==> config.mk <==
export PLATFORM = sky130hd
export DESIGN_NAME = tbi_arith
export DESIGN_NICKNAME = d
export VERILOG_FILES = /design/src/tbi_pkg.sv /design/src/tbi_arith.sv
export VERILOG_INCLUDE_DIRS = /design/src /design/src/src
export SDC_FILE = /design/constraint.sdc
export NUM_CORES = 2
export LEC_CHECK = 0
export ABC_CLOCK_PERIOD_IN_PS = 9520
export BUFFER_PORTS_ARGS = -buffer_cell sky130_fd_sc_hd__buf_2
export CORE_UTILIZATION = 45
export DETAILED_ROUTE_END_ITERATION = 8
export GPL_TIMING_DRIVEN = 1
export PLACE_DENSITY = 0.65
export SYNTH_ARGS = -nofsm -noshare
export SYNTH_HDL_FRONTEND = slang
export SYNTH_SLANG_ARGS = --single-unit
export TNS_END_PERCENT = 1
==> constraint.sdc <==
create_clock -name clk_i -period 9.52 [get_ports clk_i]
set_clock_uncertainty 0.05 [all_clocks]
set_input_delay 1.428 -clock clk_i [delete_from_list [all_inputs] [get_ports clk_i]]
set_output_delay 1.428 -clock clk_i [all_outputs]
set_load 0.005 [all_outputs]
==> src/table_interpolator_assert.svh <==
// ---------------------------------------------------------------------------
// Table interpolator assertion macros
// Shared same-cycle-implication and next-cycle-implication property macros.
// ---------------------------------------------------------------------------
`ifndef TABLE_INTERPOLATOR_ASSERT_SVH
`define TABLE_INTERPOLATOR_ASSERT_SVH

// Check cons in the same cycle as ante.
`define TBI_ASSERT_NOW(label, clk, rst_n, ante, cons, msg) \
  label: assert property (@(posedge clk) disable iff (!rst_n) (ante) |-> (cons)) \
    else $error(msg);

// Check cons in the cycle after ante.
`define TBI_ASSERT_NEXT(label, clk, rst_n, ante, cons, msg) \
  label: assert property (@(posedge clk) disable iff (!rst_n) (ante) |=> (cons)) \
    else $error(msg);

`endif

==> src/tbi_pkg.sv <==
// ---------------------------------------------------------------------------
// Table interpolator package
// Codes, constants and the request/status types of the arithmetic unit.
// ---------------------------------------------------------------------------
package tbi_pkg;

  localparam int DATA_W = 32;

  localparam logic OP_LOAD  = 1'b0;
  localparam logic OP_QUERY = 1'b1;

  localparam logic METHOD_LINEAR = 1'b0;
  localparam logic METHOD_CONST  = 1'b1;

  localparam logic [16:0] FRAC_ONE = 17'h10000;

  localparam logic [2:0] REG_METHOD      = 3'd0;
  localparam logic [2:0] REG_FRACTION    = 3'd1;
  localparam logic [2:0] REG_LEFT_VALUE  = 3'd2;
  localparam logic [2:0] REG_RIGHT_VALUE = 3'd3;
  localparam logic [2:0] REG_POINT_COUNT = 3'd4;

  typedef struct packed {
    logic              start;
    logic              method;
    logic [16:0]       frac;
    logic [DATA_W-1:0] v;
    logic [DATA_W-1:0] xi;
    logic [DATA_W-1:0] xj;
    logic [DATA_W-1:0] yi;
    logic [DATA_W-1:0] yj;
  } arith_req_t;

  typedef struct packed {
    logic              busy;
    logic              done;
    logic [DATA_W-1:0] result;
  } arith_sts_t;

endpackage

==> src/tbi_arith.sv <==
// ---------------------------------------------------------------------------
// Table interpolator arithmetic unit
// One multiplier pass, then a bit-serial restoring divide for linear mode.
// ---------------------------------------------------------------------------
`include "table_interpolator_assert.svh"

module tbi_arith (
  input  logic                clk_i,
  input  logic                rst_ni,
  input  tbi_pkg::arith_req_t req_i,
  output tbi_pkg::arith_sts_t sts_o
);

  localparam logic [1:0] A_IDLE = 2'd0;
  localparam logic [1:0] A_MUL  = 2'd1;
  localparam logic [1:0] A_DIV  = 2'd2;
  localparam logic [1:0] A_FIN  = 2'd3;

  localparam int W = tbi_pkg::DATA_W;
  localparam int CntW = $clog2(W);

  logic [1:0]          state_q, state_d;
  logic [CntW-1:0]     cnt_q, cnt_d;
  logic signed [W:0]   op_a_q, op_a_d;
  logic signed [W:0]   op_b_q, op_b_d;
  logic [W-1:0]        dx_q, dx_d;
  logic [W-1:0]        yi_q, yi_d;
  logic                neg_q, neg_d;
  logic                method_q, method_d;
  logic [2*W-1:0]      acc_q, acc_d;

  logic [W:0]            dy;
  logic [W:0]            mag;
  logic signed [2*W+1:0] prod;
  logic [W:0]            rem2;
  logic [W:0]            diff;
  logic                  ge;

  assign dy   = {req_i.yj[W-1], req_i.yj} - {req_i.yi[W-1], req_i.yi};
  assign mag  = dy[W] ? ((W+1)'(0) - dy) : dy;
  assign prod = op_a_q * op_b_q;
  assign rem2 = acc_q[2*W-1:W-1];
  assign diff = rem2 - {1'b0, dx_q};
  assign ge   = (rem2 >= {1'b0, dx_q});

  always_comb begin
    state_d  = state_q;
    cnt_d    = cnt_q;
    op_a_d   = op_a_q;
    op_b_d   = op_b_q;
    dx_d     = dx_q;
    yi_d     = yi_q;
    neg_d    = neg_q;
    method_d = method_q;
    acc_d    = acc_q;
    case (state_q)
      A_IDLE: begin
        if (req_i.start) begin
          method_d = req_i.method;
          yi_d     = req_i.yi;
          neg_d    = dy[W];
          dx_d     = req_i.xj - req_i.xi;
          if (req_i.method == tbi_pkg::METHOD_LINEAR) begin
            op_a_d = {1'b0, mag[W-1:0]};
            op_b_d = {1'b0, req_i.v - req_i.xi};
          end else begin
            op_a_d = dy;
            op_b_d = {{(W-16){1'b0}}, req_i.frac};
          end
          state_d = A_MUL;
        end
      end
      A_MUL: begin
        acc_d = prod[2*W-1:0];
        cnt_d = '0;
        state_d = (method_q == tbi_pkg::METHOD_LINEAR) ? A_DIV : A_FIN;
      end
      A_DIV: begin
        acc_d = {(ge ? diff[W-1:0] : rem2[W-1:0]), acc_q[W-2:0], ge};
        cnt_d = cnt_q + 1'b1;
        if (cnt_q == CntW'(W-1)) begin
          state_d = A_FIN;
        end
      end
      A_FIN: begin
        state_d = A_IDLE;
      end
      default: begin
        state_d = A_IDLE;
      end
    endcase
  end

  always_ff @(posedge clk_i or negedge rst_ni) begin
    if (!rst_ni) begin
      state_q <= A_IDLE;
    end else begin
      state_q <= state_d;
    end
  end

  always_ff @(posedge clk_i) begin
    cnt_q    <= cnt_d;
    op_a_q   <= op_a_d;
    op_b_q   <= op_b_d;
    dx_q     <= dx_d;
    yi_q     <= yi_d;
    neg_q    <= neg_d;
    method_q <= method_d;
    acc_q    <= acc_d;
  end

  always_comb begin
    sts_o.busy = (state_q != A_IDLE);
    sts_o.done = (state_q == A_FIN);
    if (method_q == tbi_pkg::METHOD_CONST) begin
      sts_o.result = yi_q + acc_q[W+15:16];
    end else if (neg_q) begin
      sts_o.result = yi_q - acc_q[W-1:0];
    end else begin
      sts_o.result = yi_q + acc_q[W-1:0];
    end
  end

  `TBI_ASSERT_NOW(a_div_rem_below_dx, clk_i, rst_ni, state_q == A_DIV, acc_q[2*W-1:W] < dx_q, "partial remainder not below divisor")
  `TBI_ASSERT_NOW(a_start_when_idle, clk_i, rst_ni, req_i.start, state_q == A_IDLE, "start while unit busy")
  `TBI_ASSERT_NOW(a_div_linear_only, clk_i, rst_ni, state_q == A_DIV, method_q == tbi_pkg::METHOD_LINEAR, "divide in constant mode")

endmodule

Yosys cells after proc, flatten, opt, wreduce, memory -nomap -nowiden --
Index checks and enable logic that the tools add are counted.
Word-level totals: flip-flop bits (word level) 202, latch bits 0, RAM bits 0, memory bits (read-only) 0, logic and storage cells 45, memories kept 0
Operators by class: $add $sub $neg 9, $mul 1, divide/modulo/power cells 0, order comparisons 1, eq/ne operators 6, shifts and indexed selects 0, multiplexer cells 12, bitwise gates (word level) 0, reduce and logical (&&, ||, !) cells 5
Operators by type and width (count):
- two-way mux 32 bit | 5
- case mux 64 bit (2 select lines) | 1
- subtractor 32 bit | 4
- adder 32 bit | 2
- multiplier 33 x 33 -> 64 bit | 1
- greater-or-equal comparator 33 x 32 -> 1 bit | 1
- subtractor 32 x 32 -> 33 bit | 1
- subtractor 1 x 32 -> 32 bit (first input constant) | 1
- two-way mux 17 bit | 1
- case mux 5 bit (2 select lines) | 1
- case mux 2 bit (4 select lines) | 1
- adder 5 x 1 -> 5 bit (second input constant) | 1
- == test 5 bit (second input constant) | 1
- == test 2 bit (second input constant) | 2
- two-way mux 2 bit | 2
- inequality test 2 bit (second input constant) | 2
- AND reduction 2 bit | 2
- nonzero test 2 bit | 2
- == test 2 x 1 -> 1 bit (second input constant) | 1
- logical NOT 2 bit | 1
- two-way mux 1 bit | 1

Depth between registers and ports, before layout --
depth in word-level cells 4, gate-level depth with buffers 30, depth with buffers taken out 29

Least setup slack after synthesis --
No wires, ideal clock.
kind register -> register, start register op_a_q[32], end register acc_q[58], data pin, library setup time 260 ps, data arrival time 7893 ps, required time 9210 ps, setup slack 1317 ps, stages on the path, launching flop included 28, buffers on the path 3, clock period less this slack 8203 ps, path through edfxtp_1 > clkbuf_1 > clkbuf_1 > nand2_1 > fa_1 > inv_1 > fa_1 > inv_1 > fa_1 > fa_1 > inv_1 > fa_1 > fa_1 > fa_1 > fa_1 > ha_1 > clkbuf_1 > a21oi_1 > o21ai_0 > a21o_1 > a21o_1 > a21o_1 > a21oi_1 > o211ai_1 > o41ai_1 > o21ai_0 > xnor2_1 > mux2_2
On the way: word-level cells in the longest chain between the ends 2
Ends and longest elaborated chain:
- start: declaration | line tbi_arith.sv:24 | logic signed [W:0] op_a_q, op_a_d;
- start signal: assignment | line tbi_arith.sv:104 | op_a_q <= op_a_d;
- multiplier 33 x 33 -> 64 bit | line tbi_arith.sv:41 | assign prod = op_a_q * op_b_q;
- case mux 64 bit (2 select lines) | line tbi_arith.sv:56 | case (state_q)
- net acc_d[58] | line tbi_arith.sv:30 | logic [2*W-1:0] acc_q, acc_d;
- end signal: assignment | line tbi_arith.sv:110 | acc_q <= acc_d;
- end: declaration | line tbi_arith.sv:30
The timed path passes the listed nets, and every way through them passes these cells. A chain may end at the register's enable or synchronous reset.

Final worst setup path --
start register op_b_q[10], end register acc_q[58], data pin
On the way: word-level cells in the longest chain between the ends 2
Ends and longest elaborated chain:
- start: declaration | line tbi_arith.sv:25 | logic signed [W:0] op_b_q, op_b_d;
- start signal: assignment | line tbi_arith.sv:105 | op_b_q <= op_b_d;
- multiplier 33 x 33 -> 64 bit | line tbi_arith.sv:41
- case mux 64 bit (2 select lines) | line tbi_arith.sv:56
- net acc_d[58] | line tbi_arith.sv:30
The timed path passes the listed nets, and every way through them passes these cells.

==> results.yml <==
final_layout:
  area_growth_pct: 7.106
  final_nets: 7764
  layout-drive-gt1-share_pct: 7.315
  final_cell_mix: "inv_1, fa_1, and2_1"
  layout.cells.most_common: "inv_1"
  diodes: 0
clocking:
  cts_tree: "yes"
  htree_levels: 1
  numCtsBuffers: 25
  clock-root-buffer: "clkbuf_16"
  max-clock-path-buffers: 3
  clk_latency_ps: 590
  clkSinkCount: 202
  cts_setup_buffers: 0
  cts.clk_slew.worst_paths_ps: 70
  postCtsHoldBufs: 0
setup_path:
  crit_top_cell: "fa_1"
  path_max_fanout: 20
  startpoint_type: "flip-flop"
  r2r-end: "acc_q[58]"
  slowest_delay_ps: 940
  cp.arrival_ps: 9350
  reg2reg_depth: 24
  r2r_slack_ps: 430
  startpoint: "op_b_q[10]"
  crit_type: "flip-flop to flip-flop"
  rr_startpoint: "op_b_q[10]"
  critPathRequiredTime_ps: 9780
  endpoint: "acc_q[58]"
  cp-end-kind: "flip-flop"
  crit_chain: "nand2_1 > fa_1 > inv_1 > fa_1 > inv_1 > fa_1 > fa_1 > inv_1 > fa_1 > fa_1 > fa_1 > fa_1 > ha_1 > a21o_1 > a21oi_1 > o21bai_1 > a21oi_1 > o21bai_1 > a21oi_1 > o211ai_1 > o41ai_1 > o21ai_0 > xnor2_1 > mux2_2"
  slowest_stage: "edfxtp_1"
timing:
  setup_viol: 0
  slew_viol_final: 0
  slew_headroom_pct: 22.06
  tightest_slew_ps: 1169
  fmax_mhz: 110.1
  rsz0062_at_grt: "false"
  min_period_ps: 9085
  finalSetupTns_ps: 0
  hold_viol: 0
  fin_crit_sh_pct: 95.43
run_status:
  status: "finished clean"
min_path:
  min_path_type: "flip-flop to flip-flop"
  whs_path_depth: 1
grt:
  grt_max_degree: 84
  grt_use_total_pct: 25.23
  antenna_found_initial: 4
  grt_pass1_wl_um: 247400
  overflow: 0
  grt_pass1_vias: 43210
floorplan:
  io_pins: 215
  die_y_um: 352.4
  die-width_um: 352.4
  initial_core_util_pct: 45.38
  core_area_um2: 121700
  dieArea_um2: 124200
  rows: 128
logic_synthesis:
  async_flop_share_pct: 0.9901
  synth_seq_cells: 202
  yosys_warnings: 0
  synth.distinct_cells: 97
  syn_inst: 6020
  synth.net_count: 7651
  syn-cell-area_um2: 55240
  syn_area_per_cell_um2: 9.176
  synth_seq_area_share_pct: 10.96
  synth_edf_count: 200
  synthFlopType: "edfxtp_1"
detailed_routing:
  vias: 41430
  first_pass_iters: 6
  via_per_inst: 5.327
  postRouteAntennaNets: 0
  wl_per_cell_um: 19.71
  remaining_drc_errors: 0
  drtIter0Drc: 2851
  drt_wl_total_um: 153300
placed_design:
  place_congestion: 0.9354
  portBuffers: 214
  dpl.hpwl_um: 131100
run:
  drv_cap: 0
[worst max-delay path, delay by kind of cell (launching register included)]
kind	cells	cell delay [ps]
multiplexers	1	260
buffers and inverters	3	540
XOR/XNOR	1	180
AND/OR/NAND/NOR	1	250
AO/OA/AOI/OAI	9	1890
adder cells (fa/ha/maj)	9	4700
flip-flops	1	940
[through the flow]
step	worst slack [ps]	hold WS (ps)	utilization, %	cells	instance area (um^2)
5_1_grt	37.40	556.4	48.61	7777	59160
6_report	434.6	547.7	48.61	7777	59160
3_5_place_dp	124.2	550.2	47.95	7731	58370
4_1_cts	59.37	543.1	48.60	7777	59160
3_3_place_gp	187.9	536.8	47.95	7731	58370
2_1_floorplan	1317	512.7	-	6020	55240
[flip-flops by register name, summed over array words and instances, names as in the netlist]
signal and flops:
dx_q 32, state_q 2, yi_q 32, method_q 1
cnt_q 5, op_b_q 32, acc_q 64, op_a_q 33
neg_q 1
[metal layers]
layer	vias up	share of wire, %	GRT usage, %
li1	18820	-	-
met1	21110	46	37.26
met2	1345	46	40.57
met3	148	6.3	2.613
met4	2	1.8	4.348
met5	-	0.0085	0
[cell type report]
type,count,area [um^2]
clock buffer,27,633.1
multi-input combinational,4310,43530
inverter,1249,4688
clock inverter,19,153.9
tap,1625,2033
timing repair buffer,345,2067
fill,11580,62560
sequential,202,6056
[kinds of logic (layout without fill, tap and decap cells)]
logic type      count (synthesis)  after routing  share of synthesized area, %
flops                         202            202                         10.96
mux                            28             28                        0.5482
simple gates                 1778           1778                         16.99
xor+xnor                      284            284                         4.569
buf+inv                      1508           1640                         10.30
compound gates                770            770                         8.859
fa+ha+maj                    1450           1450                         47.77
[timing repair]
item | in CTS | in global routing
setup endpoints to repair | 0 | 4
endpoints found under the hold margin | 0 | 0
resized for setup | 0 | 2
[worst min path at each step]
stage,from,to,slack [ps]
2_1_floorplan,cnt_q[0],cnt_q[0],510
3_3_place_gp,cnt_q[0],cnt_q[0],540
3_5_place_dp,cnt_q[0],cnt_q[0],550
4_1_cts,rst_ni,state_q[0],540
5_1_grt,rst_ni,state_q[0],560
6_report,cnt_q[0],cnt_q[0],550
[synth_stat cells (all sizes together) (5+ instances only)]
| cell | instances | area share, % |
|---|---|---|
| nor2b | 31 | 0.35 |
| a21o | 89 | 1.2 |
| a2111oi | 10 | 0.17 |
| mux2i | 10 | 0.18 |
| a31o | 7 | 0.11 |
| and3 | 32 | 0.36 |
| nor4 | 14 | 0.22 |
| or2 | 11 | 0.12 |
| inv | 1249 | 8.5 |
| a31oi | 30 | 0.34 |
| a221oi | 6 | 0.095 |
| xor2 | 96 | 1.5 |
| o211a | 5 | 0.091 |
| a211oi | 27 | 0.37 |
| nand2 | 524 | 3.6 |
| clkbuf | 248 | 1.7 |
| edfxtp | 200 | 11 |
| o21bai | 32 | 0.43 |
| ha | 352 | 8.0 |
| nand2b | 28 | 0.32 |
| o21ai | 184 | 1.7 |
| o311ai | 5 | 0.079 |
| nor3 | 59 | 0.57 |
| o41ai | 5 | 0.093 |
| or3 | 21 | 0.26 |
| o31a | 9 | 0.14 |
| nor3b | 9 | 0.13 |
| xnor2 | 186 | 3.0 |
| and4 | 6 | 0.095 |
| nor2 | 187 | 1.3 |
| nand4 | 34 | 0.40 |
| or4 | 7 | 0.11 |
| buf | 11 | 0.13 |
| a21boi | 12 | 0.16 |
| nand3 | 51 | 0.48 |
| o211ai | 17 | 0.23 |
| and2 | 747 | 8.5 |
| fa | 1098 | 40 |
| o31ai | 20 | 0.27 |
| nand4b | 5 | 0.079 |
| mux2 | 18 | 0.37 |
| a211o | 9 | 0.14 |
| a21oi | 226 | 2.1 |
| o21a | 36 | 0.49 |
Power is left out: the tool's default activity adds up to more than one toggle a clock period on the data nets, which glitch-free logic cannot reach.
